`config.mk`:
```
export PLATFORM = sky130hd
export DESIGN_NAME = mono_threshold_interlaced_blit_flat
export DESIGN_NICKNAME = d
export VERILOG_FILES = /design/src/hw/rtl/mtib_pkg.sv /design/src/hw/rtl/mtib_pix_if.sv /design/src/hw/rtl/mtib_wr_if.sv /design/src/hw/rtl/mtib_cfg_if.sv /design/src/hw/rtl/mono_threshold_interlaced_blit.sv /design/src/hw/rtl/mtib_cfg_regs.sv /design/src/hw/rtl/mtib_in_reg.sv /design/src/hw/rtl/mtib_pack.sv /design/src/flat_wrapper.sv
export SDC_FILE = /design/constraint.sdc
export NUM_CORES = 1
export LEC_CHECK = 0
export BUFFER_PORTS_ARGS = -buffer_cell sky130_fd_sc_hd__buf_4
export CORE_MARGIN = 8
export CORE_UTILIZATION = 55
export CTS_CLUSTER_DIAMETER = 60
export DETAILED_ROUTE_END_ITERATION = 8
export MAX_ROUTING_LAYER = met4
export PLACE_DENSITY = 0.73
export SLEW_MARGIN = 0
export SYNTH_ARGS = -nofsm -noshare
export SYNTH_HDL_FRONTEND = slang
export SYNTH_HIERARCHICAL = 1
export SYNTH_SLANG_ARGS = --single-unit
```
`constraint.sdc`:
```
create_clock -name clk -period 12.06 [get_ports clk]
set_input_delay 2.412 -clock clk [delete_from_list [all_inputs] [get_ports clk]]
set_output_delay 2.412 -clock clk [all_outputs]
set_load 0.02 [all_outputs]
```
`src/hw/rtl/mtib_pkg.sv`:
```
// package for the threshold and pack blitter
// shared types, register index codes and screen geometry defaults
// no dependencies
`default_nettype none

package mtib_pkg;

  localparam int unsigned SCREEN_WIDTH_DEF  = 720;
  localparam int unsigned SCREEN_HEIGHT_DEF = 348;
  localparam int unsigned LINE_PITCH_DEF    = 90;
  localparam int unsigned BANK_BYTES_DEF    = 8192;

  localparam int unsigned PIX_W   = 8;
  localparam int unsigned DIM_W   = 16;
  localparam int unsigned ADDR_W  = 15;
  localparam int unsigned CIDX_W  = 2;
  localparam int unsigned CDATA_W = 16;
  // wide enough for bank offset plus row offset plus pitch at the largest geometry
  localparam int unsigned OFF_W   = 18;
  localparam int unsigned VRAM_SIZE = 32768;
  localparam logic [PIX_W-1:0] THRESHOLD_RST = 8'd128;

  typedef enum logic [CIDX_W-1:0] {
    CFG_FRAME_WIDTH     = 2'd0,
    CFG_FRAME_HEIGHT    = 2'd1,
    CFG_ROW_STRIDE      = 2'd2,
    CFG_LEVEL_THRESHOLD = 2'd3
  } cfg_idx_t;

  typedef struct packed {
    logic [DIM_W-1:0] frame_width;
    logic [DIM_W-1:0] frame_height;
    logic [DIM_W-1:0] row_stride;
    logic [PIX_W-1:0] level_threshold;
  } cfg_t;

  typedef struct packed {
    logic             valid;
    logic [PIX_W-1:0] grey_pixel;
    logic             frame_start;
  } pix_beat_t;

endpackage

`default_nettype wire

```
`src/hw/rtl/mtib_pix_if.sv`:
```
// pixel stream channel: valid, ready, grey byte and frame start
// depends on mtib_pkg
`default_nettype none

interface mtib_pix_if;
  logic                      valid;
  logic                      ready;
  logic [mtib_pkg::PIX_W-1:0] grey_pixel;
  logic                      frame_start;

  modport source (output valid, output grey_pixel, output frame_start, input ready);
  modport sink   (input valid, input grey_pixel, input frame_start, output ready);
endinterface

`default_nettype wire

```
`src/hw/rtl/mtib_wr_if.sv`:
```
// frame buffer write channel: valid, ready, address, byte and last flag
// depends on mtib_pkg
`default_nettype none

interface mtib_wr_if;
  logic                        valid;
  logic                        ready;
  logic [mtib_pkg::ADDR_W-1:0] vram_address;
  logic [mtib_pkg::PIX_W-1:0]  vram_byte;
  logic                        last_write;

  modport source (output valid, output vram_address, output vram_byte, output last_write,
                  input ready);
  modport sink   (input valid, input vram_address, input vram_byte, input last_write,
                  output ready);
endinterface

`default_nettype wire

```
`src/hw/rtl/mtib_cfg_if.sv`:
```
// configuration write channel: valid, ready, register index and data
// depends on mtib_pkg
`default_nettype none

interface mtib_cfg_if;
  logic                         valid;
  logic                         ready;
  logic [mtib_pkg::CIDX_W-1:0]  index;
  logic [mtib_pkg::CDATA_W-1:0] data;

  modport source (output valid, output index, output data, input ready);
  modport sink   (input valid, input index, input data, output ready);
endinterface

`default_nettype wire

```
`src/hw/rtl/mono_threshold_interlaced_blit.sv`:
```
// top level of the 1 bpp threshold blitter for a four bank interlaced frame buffer
// depends on mtib_pkg, the channel interfaces, mtib_cfg_regs, mtib_in_reg, mtib_pack
//
// usage
//   in_ch carries one grey source byte per beat in raster order, row_stride
//   bytes per row; frame_start on a beat restarts the counters at that byte
//   out_ch carries frame buffer writes: address, packed byte (leftmost pixel
//   in bit 7) and last_write on the final write of the frame; one write per
//   eight used pixels or at the end of a used row, none for dropped bytes
//   cfg_ch writes frame_width, frame_height, row_stride and level_threshold
//   by index; always ready, write only while the stream is idle
//   the beat that completes a write passes the input register, then the write register
//   throughput: one input beat per cycle while out_ch is ready, set by the
//   single compute stage between the input register and the write register
//   reset: valid flags, counters and config clear, threshold returns to 128, no writes pending
//   a stalled receiver holds the write register; the input register then
//   fills and in_ch.ready drops until the write is taken
`default_nettype none

module mono_threshold_interlaced_blit #(
  parameter int unsigned SCREEN_WIDTH  = mtib_pkg::SCREEN_WIDTH_DEF,
  parameter int unsigned SCREEN_HEIGHT = mtib_pkg::SCREEN_HEIGHT_DEF,
  parameter int unsigned LINE_PITCH    = mtib_pkg::LINE_PITCH_DEF,
  parameter int unsigned BANK_BYTES    = mtib_pkg::BANK_BYTES_DEF
) (
  input  wire logic clk,
  input  wire logic rst_n,
  mtib_pix_if.sink  in_ch,
  mtib_wr_if.source out_ch,
  mtib_cfg_if.sink  cfg_ch
);

  mtib_pkg::cfg_t      cfg;
  mtib_pkg::pix_beat_t beat;
  logic                advance;

  mtib_cfg_regs u_cfg (
    .clk    (clk),
    .rst_n  (rst_n),
    .cfg_ch (cfg_ch),
    .cfg    (cfg)
  );

  mtib_in_reg u_in (
    .clk     (clk),
    .rst_n   (rst_n),
    .in_ch   (in_ch),
    .advance (advance),
    .beat    (beat)
  );

  mtib_pack #(
    .SCREEN_WIDTH  (SCREEN_WIDTH),
    .SCREEN_HEIGHT (SCREEN_HEIGHT),
    .LINE_PITCH    (LINE_PITCH),
    .BANK_BYTES    (BANK_BYTES)
  ) u_pack (
    .clk     (clk),
    .rst_n   (rst_n),
    .cfg     (cfg),
    .beat    (beat),
    .advance (advance),
    .out_ch  (out_ch)
  );

endmodule

`default_nettype wire

```
`src/hw/rtl/mtib_cfg_regs.sv`:
```
// configuration register file, one write per beat, always ready
// depends on mtib_pkg and mtib_cfg_if
`default_nettype none

module mtib_cfg_regs (
  input  wire logic        clk,
  input  wire logic        rst_n,
  mtib_cfg_if.sink         cfg_ch,
  output mtib_pkg::cfg_t   cfg
);

  mtib_pkg::cfg_t cfg_r, cfg_nxt;

  assign cfg_ch.ready = 1'b1;
  assign cfg = cfg_r;

  always_comb begin
    cfg_nxt = cfg_r;
    if (cfg_ch.valid) begin
      unique case (mtib_pkg::cfg_idx_t'(cfg_ch.index))
        mtib_pkg::CFG_FRAME_WIDTH:     cfg_nxt.frame_width  = cfg_ch.data;
        mtib_pkg::CFG_FRAME_HEIGHT:    cfg_nxt.frame_height = cfg_ch.data;
        mtib_pkg::CFG_ROW_STRIDE:      cfg_nxt.row_stride   = cfg_ch.data;
        mtib_pkg::CFG_LEVEL_THRESHOLD:
          cfg_nxt.level_threshold = cfg_ch.data[mtib_pkg::PIX_W-1:0];
        default: cfg_nxt = cfg_r;
      endcase
    end
  end

  always_ff @(posedge clk) begin
    if (!rst_n) begin
      cfg_r.frame_width     <= '0;
      cfg_r.frame_height    <= '0;
      cfg_r.row_stride      <= '0;
      cfg_r.level_threshold <= mtib_pkg::THRESHOLD_RST;
    end else begin
      cfg_r <= cfg_nxt;
    end
  end

endmodule

`default_nettype wire

```
`src/hw/rtl/mtib_in_reg.sv`:
```
// input register stage for the pixel stream
// depends on mtib_pkg and mtib_pix_if
`default_nettype none

module mtib_in_reg (
  input  wire logic          clk,
  input  wire logic          rst_n,
  mtib_pix_if.sink           in_ch,
  input  wire logic          advance,
  output mtib_pkg::pix_beat_t beat
);

  logic                        valid_r, valid_nxt;
  logic [mtib_pkg::PIX_W-1:0]  grey_r;
  logic                        start_r;
  logic                        take;

  assign in_ch.ready = !valid_r || advance;
  assign take        = in_ch.valid && in_ch.ready;

  always_comb begin
    valid_nxt = valid_r;
    if (take) begin
      valid_nxt = 1'b1;
    end else if (advance) begin
      valid_nxt = 1'b0;
    end
  end

  always_ff @(posedge clk) begin
    if (!rst_n) begin
      valid_r <= 1'b0;
    end else begin
      valid_r <= valid_nxt;
    end
  end

  always_ff @(posedge clk) begin
    if (take) begin
      grey_r  <= in_ch.grey_pixel;
      start_r <= in_ch.frame_start;
    end
  end

  assign beat.valid       = valid_r;
  assign beat.grey_pixel  = grey_r;
  assign beat.frame_start = start_r;

endmodule

`default_nettype wire

```
`src/hw/rtl/mtib_pack.sv`:
```
// threshold, bit packing, raster counters, address generation and write register
// depends on mtib_pkg and mtib_wr_if
`default_nettype none

module mtib_pack #(
  parameter int unsigned SCREEN_WIDTH  = mtib_pkg::SCREEN_WIDTH_DEF,
  parameter int unsigned SCREEN_HEIGHT = mtib_pkg::SCREEN_HEIGHT_DEF,
  parameter int unsigned LINE_PITCH    = mtib_pkg::LINE_PITCH_DEF,
  parameter int unsigned BANK_BYTES    = mtib_pkg::BANK_BYTES_DEF
) (
  input  wire logic                clk,
  input  wire logic                rst_n,
  input  wire mtib_pkg::cfg_t      cfg,
  input  wire mtib_pkg::pix_beat_t beat,
  output logic                     advance,
  mtib_wr_if.source                out_ch
);

  localparam int unsigned DW  = mtib_pkg::DIM_W;
  localparam int unsigned OW  = mtib_pkg::OFF_W;
  localparam int unsigned YW  = $clog2(SCREEN_HEIGHT);
  localparam logic [DW-1:0]  SW_C    = DW'(SCREEN_WIDTH);
  localparam logic [DW-1:0]  SH_C    = DW'(SCREEN_HEIGHT);
  localparam logic [OW-1:0]  PITCH_C = OW'(LINE_PITCH);
  localparam logic [OW-1:0]  BANK_C  = OW'(BANK_BYTES);
  localparam logic [OW-1:0]  VRAM_C  = OW'(mtib_pkg::VRAM_SIZE);

  logic [DW-1:0]              col_r, col_nxt;
  logic [DW-1:0]              row_r, row_nxt;
  logic [mtib_pkg::PIX_W-1:0] bits_r, bits_nxt;

  logic                        wr_valid_r, wr_valid_nxt;
  logic [mtib_pkg::ADDR_W-1:0] wr_addr_r;
  logic [mtib_pkg::PIX_W-1:0]  wr_byte_r;
  logic                        wr_last_r;

  logic                        fire;
  logic [DW-1:0]               x, y, used_w, used_h;
  logic [mtib_pkg::PIX_W-1:0]  bits_src, bits_or;
  logic [DW:0]                 x_inc, y_inc;
  logic                        in_area, lit, byte_done, emit, last;
  logic [OW-1:0]               y_ext, off, addr_sum;

  assign advance = !wr_valid_r || out_ch.ready;
  assign fire    = beat.valid && advance;

  always_comb begin
    x        = beat.frame_start ? '0 : col_r;
    y        = beat.frame_start ? '0 : row_r;
    bits_src = beat.frame_start ? '0 : bits_r;

    used_w = (cfg.frame_width < SW_C) ? cfg.frame_width : SW_C;
    used_w = (cfg.row_stride < used_w) ? cfg.row_stride : used_w;
    used_h = (cfg.frame_height < SH_C) ? cfg.frame_height : SH_C;

    x_inc = {1'b0, x} + 1'b1;
    y_inc = {1'b0, y} + 1'b1;

    in_area   = (x < used_w) && (y < used_h);
    lit       = beat.grey_pixel >= cfg.level_threshold;
    bits_or   = bits_src | (mtib_pkg::PIX_W'(lit) << (~x[2:0]));
    byte_done = (x[2:0] == 3'b111) || (x_inc == {1'b0, used_w});

    // y is below the screen height whenever it is used for an address
    y_ext    = OW'(y[YW-1:0]);
    off      = OW'(y_ext[1:0]) * BANK_C + (y_ext >> 2) * PITCH_C;
    addr_sum = off + OW'(x >> 3);
    emit     = in_area && byte_done && (off + PITCH_C <= VRAM_C);
    last     = (y_inc == {1'b0, used_h}) && (x_inc == {1'b0, used_w});

    col_nxt  = col_r;
    row_nxt  = row_r;
    bits_nxt = bits_r;
    if (fire) begin
      if (cfg.row_stride == '0) begin
        col_nxt  = x;
        row_nxt  = y;
        bits_nxt = bits_src;
      end else begin
        bits_nxt = bits_src;
        if (in_area) begin
          bits_nxt = byte_done ? '0 : bits_or;
        end
        if (x_inc >= {1'b0, cfg.row_stride}) begin
          col_nxt = '0;
          row_nxt = (y == '1) ? y : y + 1'b1;
        end else begin
          col_nxt = x_inc[DW-1:0];
          row_nxt = y;
        end
      end
    end

    wr_valid_nxt = wr_valid_r;
    if (advance) begin
      wr_valid_nxt = beat.valid && (cfg.row_stride != '0) && emit;
    end
  end

  always_ff @(posedge clk) begin
    if (!rst_n) begin
      col_r      <= '0;
      row_r      <= '0;
      bits_r     <= '0;
      wr_valid_r <= 1'b0;
    end else begin
      col_r      <= col_nxt;
      row_r      <= row_nxt;
      bits_r     <= bits_nxt;
      wr_valid_r <= wr_valid_nxt;
    end
  end

  always_ff @(posedge clk) begin
    if (fire && emit) begin
      wr_addr_r <= addr_sum[mtib_pkg::ADDR_W-1:0];
      wr_byte_r <= bits_or;
      wr_last_r <= last;
    end
  end

  assign out_ch.valid        = wr_valid_r;
  assign out_ch.vram_address = wr_addr_r;
  assign out_ch.vram_byte    = wr_byte_r;
  assign out_ch.last_write   = wr_last_r;

endmodule

`default_nettype wire
```
`src/flat_wrapper.sv`:
```
// flat-port wrapper written by rule: the top's interface ports become plain ports
module mono_threshold_interlaced_blit_flat 
#(
  parameter int unsigned SCREEN_WIDTH  = mtib_pkg::SCREEN_WIDTH_DEF,
  parameter int unsigned SCREEN_HEIGHT = mtib_pkg::SCREEN_HEIGHT_DEF,
  parameter int unsigned LINE_PITCH    = mtib_pkg::LINE_PITCH_DEF,
  parameter int unsigned BANK_BYTES    = mtib_pkg::BANK_BYTES_DEF
)
  (clk, rst_n, in_ch_valid, in_ch_grey_pixel, in_ch_frame_start, in_ch_ready, out_ch_valid, out_ch_vram_address, out_ch_vram_byte, out_ch_last_write, out_ch_ready, cfg_ch_valid, cfg_ch_index, cfg_ch_data, cfg_ch_ready);
  mtib_pix_if in_ch_i ();
  mtib_wr_if out_ch_i ();
  mtib_cfg_if cfg_ch_i ();
  input  wire logic clk;
  input  wire logic rst_n;
  input wire logic [$bits(in_ch_i.valid)-1:0] in_ch_valid;
  input wire logic [$bits(in_ch_i.grey_pixel)-1:0] in_ch_grey_pixel;
  input wire logic [$bits(in_ch_i.frame_start)-1:0] in_ch_frame_start;
  output wire logic [$bits(in_ch_i.ready)-1:0] in_ch_ready;
  output wire logic [$bits(out_ch_i.valid)-1:0] out_ch_valid;
  output wire logic [$bits(out_ch_i.vram_address)-1:0] out_ch_vram_address;
  output wire logic [$bits(out_ch_i.vram_byte)-1:0] out_ch_vram_byte;
  output wire logic [$bits(out_ch_i.last_write)-1:0] out_ch_last_write;
  input wire logic [$bits(out_ch_i.ready)-1:0] out_ch_ready;
  input wire logic [$bits(cfg_ch_i.valid)-1:0] cfg_ch_valid;
  input wire logic [$bits(cfg_ch_i.index)-1:0] cfg_ch_index;
  input wire logic [$bits(cfg_ch_i.data)-1:0] cfg_ch_data;
  output wire logic [$bits(cfg_ch_i.ready)-1:0] cfg_ch_ready;
  assign in_ch_i.valid = in_ch_valid;
  assign in_ch_i.grey_pixel = in_ch_grey_pixel;
  assign in_ch_i.frame_start = in_ch_frame_start;
  assign in_ch_ready = in_ch_i.ready;
  assign out_ch_valid = out_ch_i.valid;
  assign out_ch_vram_address = out_ch_i.vram_address;
  assign out_ch_vram_byte = out_ch_i.vram_byte;
  assign out_ch_last_write = out_ch_i.last_write;
  assign out_ch_i.ready = out_ch_ready;
  assign cfg_ch_i.valid = cfg_ch_valid;
  assign cfg_ch_i.index = cfg_ch_index;
  assign cfg_ch_i.data = cfg_ch_data;
  assign cfg_ch_ready = cfg_ch_i.ready;
  mono_threshold_interlaced_blit #(.SCREEN_WIDTH(SCREEN_WIDTH), .SCREEN_HEIGHT(SCREEN_HEIGHT), .LINE_PITCH(LINE_PITCH), .BANK_BYTES(BANK_BYTES)) u_core (.clk(clk), .rst_n(rst_n), .in_ch(in_ch_i), .out_ch(out_ch_i), .cfg_ch(cfg_ch_i));
endmodule
```
* After elaboration in Yosys (flattened, before gate mapping)
Cells that the tools add are included.
** Word-level totals
- Output and inout bits :: 27
- Logic and storage cells :: 77
- Input bits :: 32
- Register bits after elaboration :: 131
** Cells by class
- Multipliers :: 1
- Eq/ne operators :: 7
- $lt $le $gt $ge :: 8
- Shifts and indexed selects :: 1
- $add $sub $neg :: 6
- Muxes and demuxes :: 16
- Reductions and logical operators :: 22
- Bitwise logic cells :: 2
** Operators with widths (count)
- 2-to-1 mux 16 bit :: 10
- less-than comparator 16 bit :: 3
- adder 16 x 1 -> 17 bit (second input constant) :: 2
- equality test 17 x 16 -> 1 bit :: 2
- 2-to-1 mux 8 bit :: 4
- adder 16 x 7 -> 17 bit (second input constant) :: 1
- greater-or-equal comparator 17 x 16 -> 1 bit :: 1
- less-or-equal comparator 17 x 16 -> 1 bit (second input constant) :: 1
- adder 15 x 14 -> 16 bit :: 1
- adder 16 x 1 -> 16 bit (second input constant) :: 1
- equality test 16 bit (second input constant) :: 1
- logical NOT 16 bit :: 1
- less-than comparator 16 x 10 -> 1 bit (second input constant) :: 1
- less-than comparator 16 x 9 -> 1 bit (second input constant) :: 1
- nonzero test 16 bit :: 1
- adder 15 x 13 -> 15 bit :: 1
- multiplier 7 x 6 -> 13 bit (second input constant) :: 1
- logical AND 1 bit :: 9
- greater-or-equal comparator 8 bit :: 1
- bitwise OR 8 bit :: 1
- AND reduction 2 bit :: 4
- << shifter 1 x 3 -> 8 bit :: 1
- equality test 2 bit (second input constant) :: 2
- equality test 3 bit (second input constant) :: 1
- 7 further kinds :: 11

* Logic depth before layout (Yosys ltp)
Gate-level depths: netlist of run 1.
- Depth in word-level cells :: 9
- Mapped depth :: 30
- Gate-level depth less buffers :: 26

* Hierarchy
Netlist of run 1, hierarchy kept.
** Modules (own cells, without submodules)
- mtib_pack :: cells each 844, sequential area each 1541.5 sq um, area an instance 7101.8 sq um, times used 1
- mtib_cfg_regs :: cells each 205, sequential area each 1121.1 sq um, area an instance 2119.5 sq um, times used 1
- mtib_in_reg :: cells each 16, sequential area each 290.3 sq um, area an instance 342.8 sq um, times used 1

* Worst setup path before layout of run 1
Ideal clock, no wire load.
- Kind :: reg-to-reg
- From :: register u_core.u_in.start_r
- To :: register u_core.u_pack.wr_last_r (netlist: u_core/u_pack/out_ch.last_write) (enable)
- Setup slack :: 4.249 ns
- Arrival time :: 7.376 ns
- Period minus slack after synthesis :: 7.811 ns
- Library setup time :: 0.435 ns
- Cell stages (with the launch flop) :: 29
- Buffers on the path :: 6
- Required time :: 11.625 ns
- Cells stage by stage :: edfxtp_1 buf_4 clkbuf_1 clkbuf_1 clkbuf_1 buf_1 clkbuf_1 nor2b_1 ha_1 inv_1 fa_1 fa_1 inv_1 ha_1 nor2b_1 o21ai_0 a21boi_0 o21a_1 o21ai_0 nand2b_1 a21oi_1 xnor2_1 ha_1 ha_1 nand3_1 a21oi_1 and4_1 a311o_1 nor3_1
** Between the ends
- Word-level cells in the longest chain between the ends :: 7
- Elaborated cells on any way between the ends :: 16
- Classes of those cells :: 3 x add/sub; 1 x mul; 3 x order compare; 2 x eq/ne; 2 x mux; 5 x reduce/logical
** Ends and longest elaborated chain
- from (decl) :: RTL line mtib_in_reg.sv:15 : logic start_r;
- from (signal assigned) :: RTL line mtib_in_reg.sv:41 : start_r <= in_ch.frame_start;
- 2-to-1 mux 16 bit, on equally long branches :: RTL line mtib_pack.sv:49, mtib_pack.sv:48
- multiplier 7 x 6 -> 13 bit or adder 16 x 1 -> 17 bit (tied branches) :: RTL line mtib_pack.sv:66, mtib_pack.sv:56
- adder 15 x 14 -> 16 bit or equality test 17 x 16 -> 1 bit (tied branches) :: RTL line mtib_pack.sv:66, mtib_pack.sv:62
- adder 16 x 7 -> 17 bit or logical OR 1 bit (tied branches) :: RTL line mtib_pack.sv:68, mtib_pack.sv:62
- less-or-equal comparator 17 x 16 -> 1 bit or logical AND 1 bit (tied branches) :: RTL line mtib_pack.sv:68 : emit = in_area && byte_done && (off + PITCH_C <= VRAM_C);
- logical AND 1 bit (*) :: RTL line mtib_pack.sv:68
- logical AND 1 bit (*) :: RTL line mtib_pack.sv:115 : if (fire && emit) begin
- to (signal assigned) :: RTL line mtib_pack.sv:118 : wr_last_r <= last;
- to (decl) :: RTL line mtib_pack.sv:35 : logic wr_last_r;
Every way passes the cells marked *; elsewhere a longest branch is shown, timed or not.
A chain may end at the register's enable or synchronous reset.

* Worst setup path after layout of run 1
- From :: register u_core.u_in.start_r
- To :: register u_core.u_pack.wr_addr_r, in the netlist u_core/u_pack/out_ch.vram_address[7] (enable)
** Between the ends
- Word-level cells in the longest chain between the ends :: 7
- Elaborated cells on any way between the ends :: 16
- Classes of those cells :: 3 x add/sub; 1 x mul; 3 x order compare; 2 x eq/ne; 2 x mux; 5 x reduce/logical
** Ends and longest elaborated chain
- 2-to-1 mux 16 bit, on equally long branches :: RTL line mtib_pack.sv:49, mtib_pack.sv:48
- multiplier 7 x 6 -> 13 bit or adder 16 x 1 -> 17 bit (tied branches) :: RTL line mtib_pack.sv:66, mtib_pack.sv:56
- adder 15 x 14 -> 16 bit or equality test 17 x 16 -> 1 bit (tied branches) :: RTL line mtib_pack.sv:66, mtib_pack.sv:62
- adder 16 x 7 -> 17 bit or logical OR 1 bit (tied branches) :: RTL line mtib_pack.sv:68, mtib_pack.sv:62
- less-or-equal comparator 17 x 16 -> 1 bit or logical AND 1 bit (tied branches) :: RTL line mtib_pack.sv:68
- logical AND 1 bit (*) :: RTL line mtib_pack.sv:68
- logical AND 1 bit (*) :: RTL line mtib_pack.sv:115
- to (signal assigned) :: RTL line mtib_pack.sv:116 : wr_addr_r <= addr_sum[mtib_pkg::ADDR_W-1:0];
- to (decl) :: RTL line mtib_pack.sv:33 : logic [mtib_pkg::ADDR_W-1:0] wr_addr_r;
Marked as above.

==> results of run 1 <==
[report_power, final]
| group | switching (mW) | internal [mW] |
|---|---|---|
| clock | 0.227 | 0.336 |
| combinational | 0.0979 | 0.0547 |
| sequential | 0.00887 | 0.460 |
[Yosys cell counts, types with 5 or more instances]
cell and n:
a31oi_1 17, a211oi_1 6, mux2i_1 57, xor2_1 15
a21boi_0 11, a32o_1 6, a2111oi_0 5, o21a_1 8
o2111ai_1 5, nand2_1 125, nor4_1 11, nor3_1 9
o2bb2ai_1 5, buf_6 6, o21ai_0 42, o31ai_1 7
dfxtp_1 98, a21o_1 12, edfxtp_1 33, xnor2_1 33
and2_1 6, clkbuf_1 25, nor2_1 65, inv_1 77
nand4_1 20, nand3_1 27, ha_1 111, nand2b_1 10
a22oi_1 14, a21oi_1 40, nor2b_1 34, and3_1 14
fa_1 9
[area by class of cell]
class                           instances  area, um2
Clock inverter                         15      205.2
Sequential cell                       131       2953
Clock buffer                           17      425.4
Tap cell                              225      281.5
Timing Repair Buffer                   62      465.4
Multi-Input combinational cell        828       6141
Inverter                               78      292.8
Fill cell                            1502       6412
[flip-flops by register name, indices dropped and copies added, names as in the netlist, 8 cells and up]
| name | count |
|---|---|
| u_core/u_cfg/cfg | 56 |
| u_core/u_pack/bits_r | 8 |
| u_core/u_pack/col_r | 16 |
| u_core/u_pack/row_r | 16 |
| u_core/u_in/grey_r | 8 |
| u_core/u_pack/out_ch.vram_address | 15 |
| u_core/u_pack/out_ch.vram_byte | 8 |
[cell families after synthesis]
logic type | after synthesis | share of synthesized area [%]
DFF | 131 | 30.87
xor gates and xnor gates | 52 | 5.338
other | 2 | 0.07852
adders and majority gates | 120 | 16.40
and+or+nand+nor | 362 | 19.35
AOI/OAI and AO/OA | 219 | 16.08
buffers and inverters | 118 | 5.442
muxes | 61 | 6.436
[critical path, delay by kind of cell (launching register included)]
kind,cells,cell delay (ps)
adders and majority gates,6,2140
xor gates and xnor gates,1,110
DFF,1,320
buffers and inverters,6,1470
AOI/OAI and AO/OA,7,1390
and+or+nand+nor,6,1420
[per-stage QoR]
stage / hold slack (ps) / total power [mW] / instance area (um2)
floorplan: 431.5 / 0.5834 / 9609
global placement: 440.3 / 0.6241 / 10130
detailed placement: 451.3 / 0.6267 / 10130
CTS: 461.2 / 1.190 / 10760
global route: 479.6 / 1.222 / 10760
finish: 456.1 / 1.184 / 10760
[worst paths after layout]
check,cells past startpoint,end,start
max,26,u_core/u_pack/out_ch.vram_address[7]$_DFFE_PP_,u_core/u_in/start_r$_DFFE_PP_
min reg2reg,2,u_core/u_pack/bits_r[2]$_SDFFE_PN0P_,u_core/u_pack/bits_r[2]$_SDFFE_PN0P_
max reg2reg,26,u_core/u_pack/out_ch.vram_address[7]$_DFFE_PP_,u_core/u_in/start_r$_DFFE_PP_
min,2,u_core/u_pack/bits_r[2]$_SDFFE_PN0P_,u_core/u_pack/bits_r[2]$_SDFFE_PN0P_
[per-layer routing]
layer	vias up	share of wire (%)
li1	3946	-
met1	3866	44
met2	236	48
met3	36	5.2
met4	0	2.2
met5	-	0
==> results.md, run 1 <==
- Status: complete, no violations
- TritonCTS buffer count: 17
- Worst setup SP type: register
- Most used DFF post-synth: dfxtp_1
- Commonest non-fill, non-tap cell in the layout: nand2_1
- Total number of vias: around 8,100
- Area growth syn-to-layout: 12.55%
- Cell variety after synth: 87
- Yosys top cell area share: roughly a fifth
- 1st-iter DRT viols: 517
- Busiest grt layer: met2
- Post-layout util: between 60% and 70%
- Ant. Diodes: 0
- Final Cycle Share: 59.68%
- Synth top area cells: dfxtp_1 21%, ha_1 15%, edfxtp_1 10%, mux2i_1 6.0%, nand2_1 4.9%
- CP max FO: 61
- Die height: about 150 um
- Met2 usage: between 30% and 40%
- Vias in the first global route: 7,992
- Minimum clock period: around 7200 ps
- Clock tree root driver cell: clkbuf_16
- Die area: approximately 0.022 mm2
- Grt total ovfl: 0
- Setup tns final: 0 ps
- Mean routed wirelength per cell: about 18 um
- Final Routed Wirelength: roughly 25,000 um
- Unrepaired setup endpoints after global routing: no
- I/O Pins: 59
- Row Count: 48
- Place WS: roughly 4900 ps
- Initial Util: a little under three fifths
- Fin. max-slew vios: 0
- Fmax: ~0.14 GHz
- Core Footprint: between 0.015 and 0.02 mm2
- CP max stage delay: just under 700 ps
- Asr flop ratio synth: 0%
- Relative slew slack: roughly 24%
- Mapped Area: 0.009564 mm2
- R2r setup slk: 4860 ps
- I/O Buffers: 57
- CTS tree: yes
- Final clock skew: 11.57 ps
- Final setup vio count: 0
- Nets: 1,270
- Met1 usage in global routing: between 20 and 30%
- Slowest CP cell: nor3_2
- Initial antenna violation count: 0
- Setup WS post-layout: about 4900 ps
- Clock transition at path regs: approximately 60 ps
- Worst EP required: 12,180 ps
- Yosys warnings: 6
- Cells resized by post-CTS repair: 0
- Post-synth EDFFs: 33
- Final non-filler cell total: 1,356
- Cells after Synth: ~1,100
- Worst-case clock buffer depth: 2
- Most frequent cells in the layout: 125 x nand2_1, 111 x ha_1, 98 x dfxtp_1
- Synth Register Bits: around 130
- Worst VDD drop: 0.0001292 V
- Setup Fix Bufs, Post-CTS: 0
- Synthesized area per cell: approximately 9 um2
- Clk sinks: approximately 130
- HP Class: register to register
- First-pass GRT wire length: around 40,000 um
- Worst Setup End Kind: register
- DR vias/cell: between 5 and 6
- H-tree levels: 4
- Post-route DRC: 0
- Worst Path Arrival: around 7300 ps
- Met3 usage: a little under 5%
- Antenna viol nets, final: 0
- Yosys top cell by area: dfxtp_1
- Die Width: ~150 um
- Worst slew pin tran: about 1100 ps
- Clock latency on the worst-skew pair: between 400 and 500 ps
- All-layer global routing usage: between 20 and 25%
- Placed cell count: 1,324
- Fin. Hold Viols: 0
- Crit path kind: register to register
- CTS Hold Bufs: 0
- PwrDens: 110.0 mW/mm2
- Max-Cap Viols: 0
- Sequential share of the synthesized area: between 30 and 40%
- Initial DRT Pass Iterations: 5
- Leakage Power: 4.835 nW
- Layout cell share with drive strength beyond 1: between 10% and 20%
- DP Wirelength: roughly 19,000 um
- Gp weighted congestion: 0.9592
- Largest net degree at the start of global routing: 89
No activity file was read; power rests on OpenSTA's default activity.
==> run 2, diff against run 1 <==
--- a/config.mk
+++ b/config.mk
@@ -5,13 +5,14 @@
 export SDC_FILE = /design/constraint.sdc
 export NUM_CORES = 1
 export LEC_CHECK = 0
+export ABC_AREA = 1
 export BUFFER_PORTS_ARGS = -buffer_cell sky130_fd_sc_hd__buf_4
 export CORE_MARGIN = 8
 export CORE_UTILIZATION = 55
 export CTS_CLUSTER_DIAMETER = 60
 export DETAILED_ROUTE_END_ITERATION = 8
 export MAX_ROUTING_LAYER = met4
-export PLACE_DENSITY = 0.73
+export PLACE_DENSITY = 0.76
 export SLEW_MARGIN = 0
 export SYNTH_ARGS = -nofsm -noshare
 export SYNTH_HDL_FRONTEND = slang
==> constraint.sdc (replaced) <==
create_clock -name clk -period 5.93 [get_ports clk]
set_input_delay 1.186 -clock clk [delete_from_list [all_inputs] [get_ports clk]]
set_output_delay 1.186 -clock clk [all_outputs]
set_load 0.02 [all_outputs]
==> results.md, run 2 <==
- Die Width: 151.9 um
- Yosys top cell by area: dfxtp_1
- Worst EP required: between 6000 and 7000 ps
- Largest net degree at the start of global routing: between 80 and 90
- Worst reg2reg path endpoint: u_core/u_pack/out_ch.vram_address[14]$_DFFE_PP_
- R2r setup slk: ~640 ps
- Worst path most repeated cell: ha_1
- 1st-iter DRT viols: 762
- Mapped Area: between 0.01 and 0.015 mm2
- Core Footprint: around 0.018 mm2
- Unrepaired setup endpoints after global routing: no
- CTS tree: yes
- Layout cell share with drive strength beyond 1: under 10%
- Post-layout util: a little over three fifths
- CP max stage delay: about 550 ps
- Total number of vias: around 9,600
- Grt total ovfl: 0
- DR vias/cell: 5.421
- I/O Pins: 59
- Worst Path Arrival: 5460 ps
- CP Cell Sequence: nor2_2 -> ha_1 -> inv_1 -> fa_1 -> fa_1 -> inv_1 -> ha_1 -> nand2_1 -> o21ai_0 -> a21oi_1 -> o21ai_0 -> a21o_1 -> a21oi_1 -> xnor2_1 -> ha_1 -> ha_1 -> nand4_1 -> nor4_1 -> nand3_1 -> nand3_1 -> nor2_2 -> buf_4
- Worst path depth: 22
- I/O Buffers: 57
- Die height: between 150 and 200 um
- Post-synth EDFFs: 33
- Slowest CP cell: edfxtp_1
- Cell variety after synth: 50
- Status: complete, no violations
- Fin. Hold Viols: 0
- Int Pwr: 1.725 mW
- Fmax: between 0.15 and 0.2 GHz
- Worst-case clock buffer depth: 2
- Post-route DRC: 0
- Cells after Synth: about 1,500
- Gp weighted congestion: 1.002
- End point of the critical path: u_core/u_pack/out_ch.vram_address[14]$_DFFE_PP_
- Worst setup SP type: register
- Leakage Power: 5.671 nW
- All-layer global routing usage: 23.86%
- Most used DFF post-synth: dfxtp_1
- Worst slew pin tran: around 1300 ps
- Relative slew slack: between 15 and 20%
- Yosys warnings: 6
- Worst R2R Start: u_core/u_in/start_r$_DFFE_PP_
- Antenna viol nets, final: 0
- Initial DRT Pass Iterations: 5
- Ant. Diodes: 0
- Final Routed Wirelength: between 20,000 and 30,000 um
- Synthesized area per cell: 6.879 um2
- CP bufs+invs: 3
- Die area: 0.02308 mm2
- Critical path's top delay family: adder cells
- Clk sinks: approximately 130
- Most frequent cells in the layout: 294 x nand2_1, 239 x inv_1, 195 x nor2_1
- Final clock skew: around 13 ps
- TritonCTS buffer count: 17
- PwrDens: 233.3 mW/mm2
- Sequential share of the synthesized area: ~29%
- Mean routed wirelength per cell: roughly 15 um
- Max-Cap Viols: 0
- Setup Fix Bufs, Post-CTS: 0
- Critical path origin: u_core/u_in/start_r$_DFFE_PP_
- Minimum clock period: 5286 ps
- Fin. max-slew vios: 0
- Final setup vio count: 0
- Synth Register Bits: roughly 130
- Commonest cells post-synth: 295 x nand2_1, 239 x inv_1, 197 x nor2_1
- Multiplexer area fraction after synthesis: 0%
- Nets: around 1,700
- CTS Hold Bufs: 0
- Vias in the first global route: approximately 9,200
- Post-Synth Adder-Cell Area: 15.44%
- H-tree levels: 4
- Setup tns final: 0 ps
- Yosys top cell area share: 19.31%
- Cells resized by post-CTS repair: 0
- Worst VDD drop: 0.0002555 V
- Initial Util: about 56%
- Initial antenna violation count: 0
- Max reg flops: 56
- HP Class: register to register
- Largest family of logic cells by synthesized area: simple AND/OR/NAND/NOR gates
- Synth top area cells: dfxtp_1 19%, ha_1 14%, nand2_1 11%, edfxtp_1 9.8%, inv_1 8.8%
- Clock latency on the worst-skew pair: 440 ps
- Sequential share of power: 37.7%
- CP max FO: 14
- Sw Share: about a third
- Worst Setup End Kind: register
- Final Cycle Share: between 80% and 90%
- Clock transition at path regs: approximately 60 ps
- Crit path kind: register to register
- Clock share of power: between 30 and 40%
- Sw Pwr: between 0.9 and 1 mW
- Row Count: 49
- Commonest non-fill, non-tap cell in the layout: nand2_1
- Xor/xnor share of the synthesized area: 3.940%
- Cell with the most instances after synthesis: nand2_1
- R2r worst-path depth: 22
- Area fraction in compound gates after synthesis: 11.43%
- Clock tree root driver cell: clkbuf_16
- Simple-gate share of the synthesized area: between 20 and 30%
- First-pass GRT wire length: around 45,000 um
- Area growth syn-to-layout: 11.51%
- Comb power frac: approximately a quarter
- Asr flop ratio synth: 0%
- DP Wirelength: approximately 20,000 um
## run 2: cell count changes after synthesis, moves of 57 or more
cell	before	now
nand3_1	27	101
nand2_1	125	295
a21oi_1	40	97
mux2i_1	57	0
nor2_1	65	197
inv_1	77	239
## run 2: cell families after synthesis
kind of cell	after synthesis
simple gates	668
buf+inv	296
compound gates	216
flops	131
fa+ha+maj	120
xor+xnor	44
other cells	2
## run 2: worst min-delay path by stage
stage	from	to	slack, ps	cells past startpoint
5_1_grt	u_core/u_pack/row_r[12]$_SDFFE_PN0P_	u_core/u_pack/row_r[12]$_SDFFE_PN0P_	480	2
2_1_floorplan	u_core/u_cfg/cfg[7]$_SDFFE_PN1P_	u_core/u_cfg/cfg[7]$_SDFFE_PN1P_	440	2
6_report	u_core/u_pack/row_r[12]$_SDFFE_PN0P_	u_core/u_pack/row_r[12]$_SDFFE_PN0P_	480	2
3_3_place_gp	u_core/u_pack/row_r[12]$_SDFFE_PN0P_	u_core/u_pack/row_r[12]$_SDFFE_PN0P_	460	2
3_5_place_dp	u_core/u_pack/row_r[12]$_SDFFE_PN0P_	u_core/u_pack/row_r[12]$_SDFFE_PN0P_	470	2
4_1_cts	u_core/u_pack/row_r[12]$_SDFFE_PN0P_	u_core/u_pack/row_r[12]$_SDFFE_PN0P_	480	2
## run 2: per-stage QoR
step | cells | hold slack (ps) | setup WS [ps] | power, mW | area [um2]
after CTS | 1768 | 478.8 | 628.7 | 2.651 | 11330
after global placement | 1736 | 455.6 | 730.7 | 1.611 | 10770
final | 1768 | 477.0 | 644.0 | 2.643 | 11330
after detailed placement | 1736 | 469.2 | 672.3 | 1.623 | 10770
after global routing | 1768 | 482.0 | 234.1 | 2.776 | 11330
after floorplan | 1489 | 442.1 | 36.87 | 1.461 | 10210
## run 2: layout make-up
type | count | area [um2]
fillers | 1688 | 6694
multi-input cells | 1062 | 6086
flip-flops and latches | 131 | 2953
inverters | 243 | 912.1
repair buffers | 71 | 533.0
clock buffers | 17 | 425.4
well taps | 229 | 286.5
clock inverters | 15 | 135.1
## run 2: power groups by stage
stage | combinational (mW) | sequential [mW] | clock (mW)
2_1_floorplan | 0.459 | 1.00 | 0
3_3_place_gp | 0.599 | 1.01 | 0
3_5_place_dp | 0.610 | 1.01 | 0
4_1_cts | 0.616 | 0.995 | 1.04
5_1_grt | 0.702 | 1.00 | 1.07
6_report | 0.624 | 0.995 | 1.02
## run 2: worst register-to-register path, cell delays in order, from the launching register on
cell and delay [ps]:
edfxtp_1 550, nor2_2 340, ha_1 320, inv_1 90, fa_1 450, fa_1 520
inv_1 50, ha_1 340, nand2_1 70, o21ai_0 250, a21oi_1 100, o21ai_0 260
a21o_1 150, a21oi_1 60, xnor2_1 130, ha_1 200, ha_1 310, nand4_1 100
nor4_1 240, nand3_1 100, nand3_1 130, nor2_2 70, buf_4 200
## run 2: metal layers
metal / track usage, % / up-vias / wire [um]
met1: 29.40 / 4358 / 12210
met5: - / - / 0
met2: 39.10 / 332 / 12730
met3: 3.472 / 50 / 1562
met4: 8.581 / 0 / 597
li1: - / 4845 / -
